$ cat config.mk
export PLATFORM = sky130hd
export DESIGN_NAME = ordered_integer_set_table
export DESIGN_NICKNAME = d
export VERILOG_FILES = /design/src/rtl/ois_pkg.sv /design/src/rtl/ois_cell.sv /design/src/rtl/ordered_integer_set_table.sv
export SDC_FILE = /design/constraint.sdc
export NUM_CORES = 2
export LEC_CHECK = 0
export BUFFER_PORTS_ARGS = -buffer_cell sky130_fd_sc_hd__buf_2
export CAP_MARGIN = 20
export CORE_AREA = 2 2 318 320
export CTS_CLUSTER_SIZE = 24
export DETAILED_ROUTE_END_ITERATION = 16
export DIE_AREA = 0 0 320 322
export PLACE_DENSITY_LB_ADDON = 0.2
export SLEW_MARGIN = 20
export SYNTH_ARGS = -nofsm -noshare
export SYNTH_HDL_FRONTEND = slang
export SYNTH_HIERARCHICAL = 1
export SYNTH_SLANG_ARGS = --single-unit
$ cat constraint.sdc
create_clock -name clk -period 10.2 [get_ports clk]
set_input_delay 1.53 -clock clk [delete_from_list [all_inputs] [get_ports clk]]
set_output_delay 1.53 -clock clk [all_outputs]
set_load 0.03 [all_outputs]
$ cat src/rtl/ois_pkg.sv
`timescale 1ns / 1ps
// Shared types and constants for the insertion-ordered set table.
// Used by ois_cell and ordered_integer_set_table; no dependencies.
package ois_pkg;

  localparam int CAPACITY = 16;
  localparam int IDX_W    = $clog2(CAPACITY);
  localparam int OCC_W    = $clog2(CAPACITY + 1);
  localparam int VAL_W    = 32;

  typedef enum logic [2:0] {
    OP_INSERT  = 3'd0,
    OP_REMOVE  = 3'd1,
    OP_QUERY   = 3'd2,
    OP_COUNT   = 3'd3,
    OP_OLDEST  = 3'd4,
    OP_NEWEST  = 3'd5,
    OP_CLEAR   = 3'd6,
    OP_NOP     = 3'd7
  } op_t;

  typedef enum logic [2:0] {
    ST_DONE   = 3'd0,
    ST_DUP    = 3'd1,
    ST_ABSENT = 3'd2,
    ST_FULL   = 3'd3,
    ST_EMPTY  = 3'd4
  } status_t;

  // Command broadcast to every cell of the chain
  typedef struct packed {
    logic                    rm_match;  // close the gap at the matching slot
    logic                    rm_all;    // shift the whole chain toward slot 0
    logic                    ins;       // write the key into the tail slot
    logic signed [VAL_W-1:0] key;       // compare / insert value
  } cell_bc_t;

endpackage

$ cat src/rtl/ois_cell.sv
`timescale 1ns / 1ps
// One slot of the set table: holds an element, compares it with the key
// and takes its upper neighbor's element when the chain compacts. Uses ois_pkg.
module ois_cell (
  input  logic                             clk,
  input  ois_pkg::cell_bc_t                bc,
  input  logic                             active,
  input  logic                             at_tail,
  input  logic                             hit_in,
  input  logic signed [ois_pkg::VAL_W-1:0] next_elem,
  output logic                             hit_out,
  output logic signed [ois_pkg::VAL_W-1:0] elem
);
  import ois_pkg::*;

  logic match;

  // Compare the key and extend the match prefix toward the newest end
  assign match   = active && (elem == bc.key);
  assign hit_out = hit_in || match;

  // Shift down on removal, load the key at the tail on insert
  always_ff @(posedge clk) begin
    if ((bc.rm_match && hit_out) || bc.rm_all) begin
      elem <= next_elem;
    end else if (bc.ins && at_tail) begin
      elem <= bc.key;
    end
  end

endmodule

$ cat src/rtl/ordered_integer_set_table.sv
`timescale 1ns / 1ps
// Insertion-ordered set table: a chain of ois_cell slots plus occupancy and result register.
// Each accepted word's result is registered into the output register in the next cycle.
// Throughput: one word per cycle unless the output stalls; key compare and match prefix ripple
// through the chain. The input is taken whenever the output register is empty or being drained.
// Reset (rst, synchronous) empties the set and the output register; slot contents are not cleared.
module ordered_integer_set_table (
  input  logic                             clk,
  input  logic                             rst,
  input  logic                             in_valid,
  output logic                             in_ready,
  input  logic [2:0]                       op,
  input  logic signed [ois_pkg::VAL_W-1:0] value,
  output logic                             out_valid,
  input  logic                             out_ready,
  output logic [2:0]                       status,
  output logic                             member,
  output logic [4:0]                       count,
  output logic signed [ois_pkg::VAL_W-1:0] removed_value
);
  import ois_pkg::*;

  logic                    accept;
  op_t                     op_c;
  logic [OCC_W-1:0]        occ;
  logic [OCC_W-1:0]        occ_next;
  logic                    any_hit;
  logic                    not_empty;
  logic                    has_room;
  logic [IDX_W-1:0]        tail_idx;
  cell_bc_t                bc;
  status_t                 status_next;
  logic                    member_next;
  logic signed [VAL_W-1:0] removed_next;
  status_t                 status_q;
  logic [OCC_W+4:0]        occ_ext;

  logic                    hit   [CAPACITY+1];
  logic signed [VAL_W-1:0] elems [CAPACITY+1];

  assign in_ready  = !out_valid || out_ready;
  assign accept    = in_valid && in_ready;
  assign op_c      = op_t'(op);
  assign not_empty = (occ != '0);
  assign has_room  = (occ < OCC_W'(CAPACITY));
  assign tail_idx  = IDX_W'(occ - OCC_W'(1));
  assign any_hit   = hit[CAPACITY];

  // Chain ends: no match enters slot 0, nothing shifts in past the last slot
  assign hit[0]          = 1'b0;
  assign elems[CAPACITY] = '0;

  // Row of slots
  for (genvar i = 0; i < CAPACITY; i++) begin : g_cell
    ois_cell u_cell (
      .clk       (clk),
      .bc        (bc),
      .active    (occ > OCC_W'(i)),
      .at_tail   (occ == OCC_W'(i)),
      .hit_in    (hit[i]),
      .next_elem (elems[i+1]),
      .hit_out   (hit[i+1]),
      .elem      (elems[i])
    );
  end

  // Decode the operation into the chain command and the result word
  always_comb begin
    bc.key       = value;
    bc.rm_match  = 1'b0;
    bc.rm_all    = 1'b0;
    bc.ins       = 1'b0;
    occ_next     = occ;
    status_next  = ST_DONE;
    member_next  = 1'b0;
    removed_next = '0;
    unique case (op_c)
      OP_INSERT: begin
        member_next = any_hit;
        if (any_hit) begin
          status_next = ST_DUP;
        end else if (!has_room) begin
          status_next = ST_FULL;
        end else begin
          bc.ins   = accept;
          occ_next = occ + OCC_W'(1);
        end
      end
      OP_REMOVE: begin
        member_next = any_hit;
        if (any_hit) begin
          bc.rm_match = accept;
          occ_next    = occ - OCC_W'(1);
        end else begin
          status_next = ST_ABSENT;
        end
      end
      OP_QUERY: begin
        member_next = any_hit;
      end
      OP_OLDEST: begin
        if (not_empty) begin
          bc.rm_all    = accept;
          removed_next = elems[0];
          occ_next     = occ - OCC_W'(1);
        end else begin
          status_next = ST_EMPTY;
        end
      end
      OP_NEWEST: begin
        if (not_empty) begin
          removed_next = elems[tail_idx];
          occ_next     = occ - OCC_W'(1);
        end else begin
          status_next = ST_EMPTY;
        end
      end
      OP_CLEAR: begin
        occ_next = '0;
      end
      default: begin
        occ_next = occ;
      end
    endcase
  end

  // Occupancy and output valid
  always_ff @(posedge clk) begin
    if (rst) begin
      occ       <= '0;
      out_valid <= 1'b0;
    end else begin
      if (accept) begin
        occ <= occ_next;
      end
      if (accept) begin
        out_valid <= 1'b1;
      end else if (out_ready) begin
        out_valid <= 1'b0;
      end
    end
  end

  // Hold the result word until taken
  always_ff @(posedge clk) begin
    if (accept) begin
      status_q      <= status_next;
      member        <= member_next;
      removed_value <= removed_next;
    end
  end

  assign status  = status_q;
  assign occ_ext = {5'b0, occ};
  assign count   = occ_ext[4:0];

  // Checks
  a_occ_bound: assert property (@(posedge clk) disable iff (rst)
    occ <= OCC_W'(CAPACITY))
    else $error("occupancy above capacity");

  a_clear_empties: assert property (@(posedge clk) disable iff (rst)
    (accept && op_c == OP_CLEAR) |=> (occ == '0))
    else $error("clear left elements");

  a_full_status: assert property (@(posedge clk) disable iff (rst)
    (out_valid && status_q == ST_FULL) |-> (occ == OCC_W'(CAPACITY)))
    else $error("full reported below capacity");

  a_insert_grows: assert property (@(posedge clk) disable iff (rst)
    (accept && op_c == OP_INSERT && !any_hit && has_room)
    |=> (occ == $past(occ) + OCC_W'(1)))
    else $error("insert did not grow the set");

  a_absent_not_member: assert property (@(posedge clk) disable iff (rst)
    (out_valid && status_q == ST_ABSENT) |-> !member)
    else $error("absent value flagged as member");

endmodule

# == Word level (Yosys, flattened, before mapping) ==
# Cells that the tools add are included.
# totals
out_inout_bits,43
elab_cells,242
regBits,554
in_bits,39
# classes
magnitude_cmp,18
eq_ne,40
bitwise_logic,1
add_sub_neg,2
n_mux,55
n_reduce_logical,105
# op_table
op,count
two-way mux 32 bit,34
== test 32 bit,16
binary-select mux 32 bit (select 5 bit),1
case mux 32 bit (2 select lines),1
logical AND 1 bit,49
== test 5 x 4 -> 1 bit (second input constant),8
greater-than comparator 5 x 4 -> 1 bit (second input constant),8
logical OR 1 bit,32
nonzero test 2 bit,16
== test 5 x 3 -> 1 bit (second input constant),4
greater-than comparator 5 x 3 -> 1 bit (second input constant),4
two-way mux 5 bit,4
case mux 5 bit (4 select lines),1
== test 5 x 2 -> 1 bit (second input constant),2
greater-than comparator 5 x 1 -> 1 bit (second input constant),2
greater-than comparator 5 x 2 -> 1 bit (second input constant),2
== test 3 bit (second input constant),3
two-way mux 1 bit,9
case mux 3 bit (3 select lines),1
>= comparator 5 x 6 -> 1 bit (second input constant),1
two-way mux 3 bit,2
AND reduction 6 bit,1
adder 5 x 1 -> 5 bit (second input constant),1
== test 5 x 1 -> 1 bit (second input constant),1
other kinds (15),18

# == Logic depth before layout (Yosys ltp) ==
# depth
word_depth,22
depth_mapped,33
depth_no_buf,26

# == Modules after synthesis ==
# Netlist, hierarchy kept.
# by_module_without_submodules
module,seq_area_each_um2,area_per_inst_um2,n_inst,cells_each
ois_cell,960.9,2458.6,16,249
ordered_integer_set_table,1201.2,6231.0,1,568

# == Least setup slack after synthesis ==
# Ideal clock, no wire load.
# synth_path
kind,input -> register
startpoint,input port value[10] (netlist bit)
endpoint,register g_cell[10].u_cell/elem[0] (netlist bit) (enable)
setup_slack_ns,2.128
path_stages,26
setup_time_ns,0.390
t_arrival_ns,7.682
n_path_buf,2
required_time_ns,9.810
cell_sequence,xor2_1 > nor4_1 > nand4_1 > or3_1 > buf_6 > nand2b_1 > nand2b_1 > nand2b_1 > nand2b_1 > nand2b_1 > nand2b_1 > nand2b_1 > nand2b_1 > nand2b_1 > nand2b_1 > nand2b_1 > nand2b_1 > nand2b_1 > nand2b_1 > nand2b_1 > nand2b_1 > nand2_1 > nor4_1 > clkbuf_1 > a221oi_1 > nand2_1
# synth_rtl
item,line_no,text
from (decl),ordered_integer_set_table.sv:13,"input logic signed [ois_pkg::VAL_W-1:0] value,"
to (signal assigned),ois_cell.sv:25,elem <= next_elem;
to (signal assigned),ois_cell.sv:27,elem <= bc.key;
to (decl),ois_cell.sv:12,output logic signed [ois_pkg::VAL_W-1:0] elem

==> impl_metrics.tcl <==
set metrics [dict create \
    drv_slew 0 \
    groute.usage.overall_pct 40.18 \
    yosysTopAreaCellShare_pct 36.11 \
    cpMostUsedCell "nand2b_1" \
    multiInputGateArea_mm2 0.02680 \
    gp_congestion 1.011 \
    min_path_type "reg2reg" \
    cts.clk_slew.worst_paths_ps 60 \
    synth_edf_count 548 \
    ctsHoldBuffers 0 \
    coreArea_mm2 0.09957 \
    clkPwrFrac_pct 39.8 \
    max_cap_viol_count 0 \
    ant_nets 0 \
    top_layer "met5" \
    vias 45656 \
    pwr-share-seq_pct 39.7 \
    peakVddDrop_mv 0.1128 \
    crit_path_start "value[10]" \
    die_w_um 320 \
    p_leak_uw 0.01457 \
    cts_buffers 72 \
    comb_power_share_pct 20.4 \
    synth_ff_type "edfxtp_1" \
    p_total_uw 6781 \
    place_ws_ps 491.1 \
    yosysWarnings 6 \
    dr.pass1.iters 7 \
    crit_arrival_ps 9930 \
    met1_length_um 76090 \
    synth_top_area_cell "edfxtp_1" \
    layout_worst_path_cycle_share_pct 92.46 \
    worstSkewPairLatency_ps 670 \
    first_global_vias 41207 \
    cp.depth 28 \
    clockBufferDepth 3 \
    crit_family "simple AND/OR/NAND/NOR gates" \
    cp_max_fo 106 \
    met2_wirelength_um 88910 \
    async_flop_share_pct 0 \
    reg2reg_from "count[0]$_SDFFE_PP0P_" \
    endpoint_kind "flip-flop" \
    timing.critical_path.slowest_cell_delay_ps 810 \
    drive_gt1_share_pct 12.35 \
    yosys-top-cells-count "688 x nand2_1, 548 x edfxtp_1, 513 x o211ai_1" \
    post-synth-top-count-cell "nand2_1" \
    overflow 0 \
    post_drt_wl_per_cell_um 36.63 \
    r2r-end "g_cell[14].u_cell/elem[9]$_DFFE_PP_" \
    critPathKind "in2reg" \
    hold_path_end "removed_value[6]$_DFFE_PN_" \
    synthCells 4552 \
    cts_tree "built" \
    area_growth_pct 8.300 \
    p_int_uw 4662 \
    rsz0062_at_grt "false" \
    drt_iter0_drc 8715 \
    ys_top_cells_by_area "edfxtp_1 36%, o311ai_1 9.2%, xor2_1 8.6%" \
    hpwl_um 139200 \
    seq_area_frac_synth_pct 36.38 \
    grt_pass1_wl_um 305500 \
    num_rows 116 \
    p_sw_share_pct 31.24 \
    slew_headroom_pct 12.80 \
    r2r_slack_ps 1500 \
    synthesis.area_mm2 0.04557 \
    die_height_um 322 \
    finalSetupViolCount 0 \
    totalWireLength_um 214500 \
    critPathRequiredTime_ps 10700 \
    whs_path_depth 1 \
    hold_violations 0 \
    post_cts_buffers 0 \
    cp_num_buf_inv 4 \
    cts.repair.resized 0 \
    start_util_pct 45.77 \
    power_density_mw_per_mm2 137.4 \
    max_freq_ghz 0.1060 \
    seq_area_mm2 0.01658 \
    grt_max_degree 107 \
    outcome "finished, final reports clean" \
    final_nets 4541 \
    fin_tns_setup_ps 0 \
    cts_sinks 554 \
    port_buffers 81 \
    min_period_ps 9430 \
    yosys_register_bits 554 \
    hp-start "g_cell[0].u_cell/elem[6]$_DFFE_PP_" \
    wl_met3_um 31300 \
    worstMarginPinSlew_ps 1294 \
    io-pin-count 82 \
    viasPerCell 7.796 \
    setup_ws_ps 769.6 \
    r2r_cells 28 \
    drc 0 \
    cp_slowest_cell "nor4_1" \
    cp-start-kind "input port" \
    clock-root-buffer "clkbuf_16" \
    die_area_mm2 0.1030 \
    antenna_found_initial 22 \
    fin_skew_ps 28.18 \
    cts_max_level 3 \
    fillers 9052 \
    synth.distinct_cells 57 \
    p_switching_uw 2119 \
    syn_avg_cell_area_um2 10.01 \
]
final cells by class:
type                       count  area share (%)
multi-input combinational   3580           54.30
sequential                   554           33.60
clock buffer                  91           4.051
timing repair buffer         278           3.869
tap                         1298           3.291
clock inverter                38          0.7834
inverter                      11         0.08367
antenna                        6         0.03042
sequential cells by signal, indices dropped and copies added, names as in the netlist:
name                count
g_cell.u_cell/elem    512
count                   5
removed_value          32
member                  1
status                  3
out_valid               1
metal layers:
metal,up-vias,global-route usage (%)
met5,-,0
met4,22,27.28
met3,804,13.22
met2,3958,57.54
met1,22281,51.37
li1,18591,-
power by group through the flow:
stage / Clock (uW) / Sequential, uW / Combinational [uW]
6_report: 2700 / 2690 / 1390
5_1_grt: 2790 / 2690 / 1440
4_1_cts: 2710 / 2690 / 1330
3_5_place_dp: 0 / 2730 / 1320
3_3_place_gp: 0 / 2730 / 1300
2_1_floorplan: 0 / 2710 / 809
placed cells by master, fill, tap and decap left out, drive strengths merged, types with 12 or more instances in the layout:
master,n
a211o,32
a21o,16
a21oi,72
a221oi,16
a22oi,512
and4,33
buf,278
clkbuf,91
clkinv,28
conb,68
edfxtp,548
inv,12
mux4,128
nand2,688
nand2b,19
nand3,19
nand4,32
nand4b,16
nor2,61
nor2b,36
nor3,25
nor4,198
nor4bb,16
o211ai,513
o311ai,512
or3,17
xnor2,67
xor2,449
per-stage QoR:
stage | area, um2 | utilization, % | instances | hold slack, ps
after global routing | 49340 | 49.55 | 5850 | 652.0
after floorplan | 45820 | - | 4619 | 570.8
after CTS | 49330 | 49.55 | 5850 | 630.9
after global placement | 46950 | 47.15 | 5721 | 636.5
after detailed placement | 46950 | 47.15 | 5721 | 617.4
final | 49350 | 49.57 | 5856 | 640.5
worst reg2reg max path, delay by kind of cell (launching register included):
| family | cells | cell delay, ps |
|---|---|---|
| buffers and inverters | 4 | 2060 |
| AND/OR/NAND/NOR | 22 | 5240 |
| AO/OA/AOI/OAI | 1 | 200 |
| flip-flops | 1 | 790 |
| adder cells (fa/ha/maj) | 1 | 260 |
kinds of logic (layout without fill, tap and decap cells):
family	after synthesis	in the layout	synth area share, %
AOI/OAI and AO/OA	1688	1688	28.93
xor gates and xnor gates	516	516	9.951
adders and majority gates	5	5	0.1373
buffers and inverters	485	418	5.851
DFF	554	554	36.38
muxes	130	130	6.373
other	1	74	0.008229
and+or+nand+nor	1173	1173	12.37
worst max-delay path by stage:
stage / end / slack [ps]
global route: g_cell[13].u_cell/elem[4]$_DFFE_PP_ / 520
finish: g_cell[14].u_cell/elem[9]$_DFFE_PP_ / 770
global placement: g_cell[14].u_cell/elem[10]$_DFFE_PP_ / 710
detailed placement: g_cell[11].u_cell/elem[6]$_DFFE_PP_ / 490
CTS: g_cell[11].u_cell/elem[6]$_DFFE_PP_ / 1130
floorplan: g_cell[10].u_cell/elem[0]$_DFFE_PP_ / 2130
(Power assumes the default switching activity.)
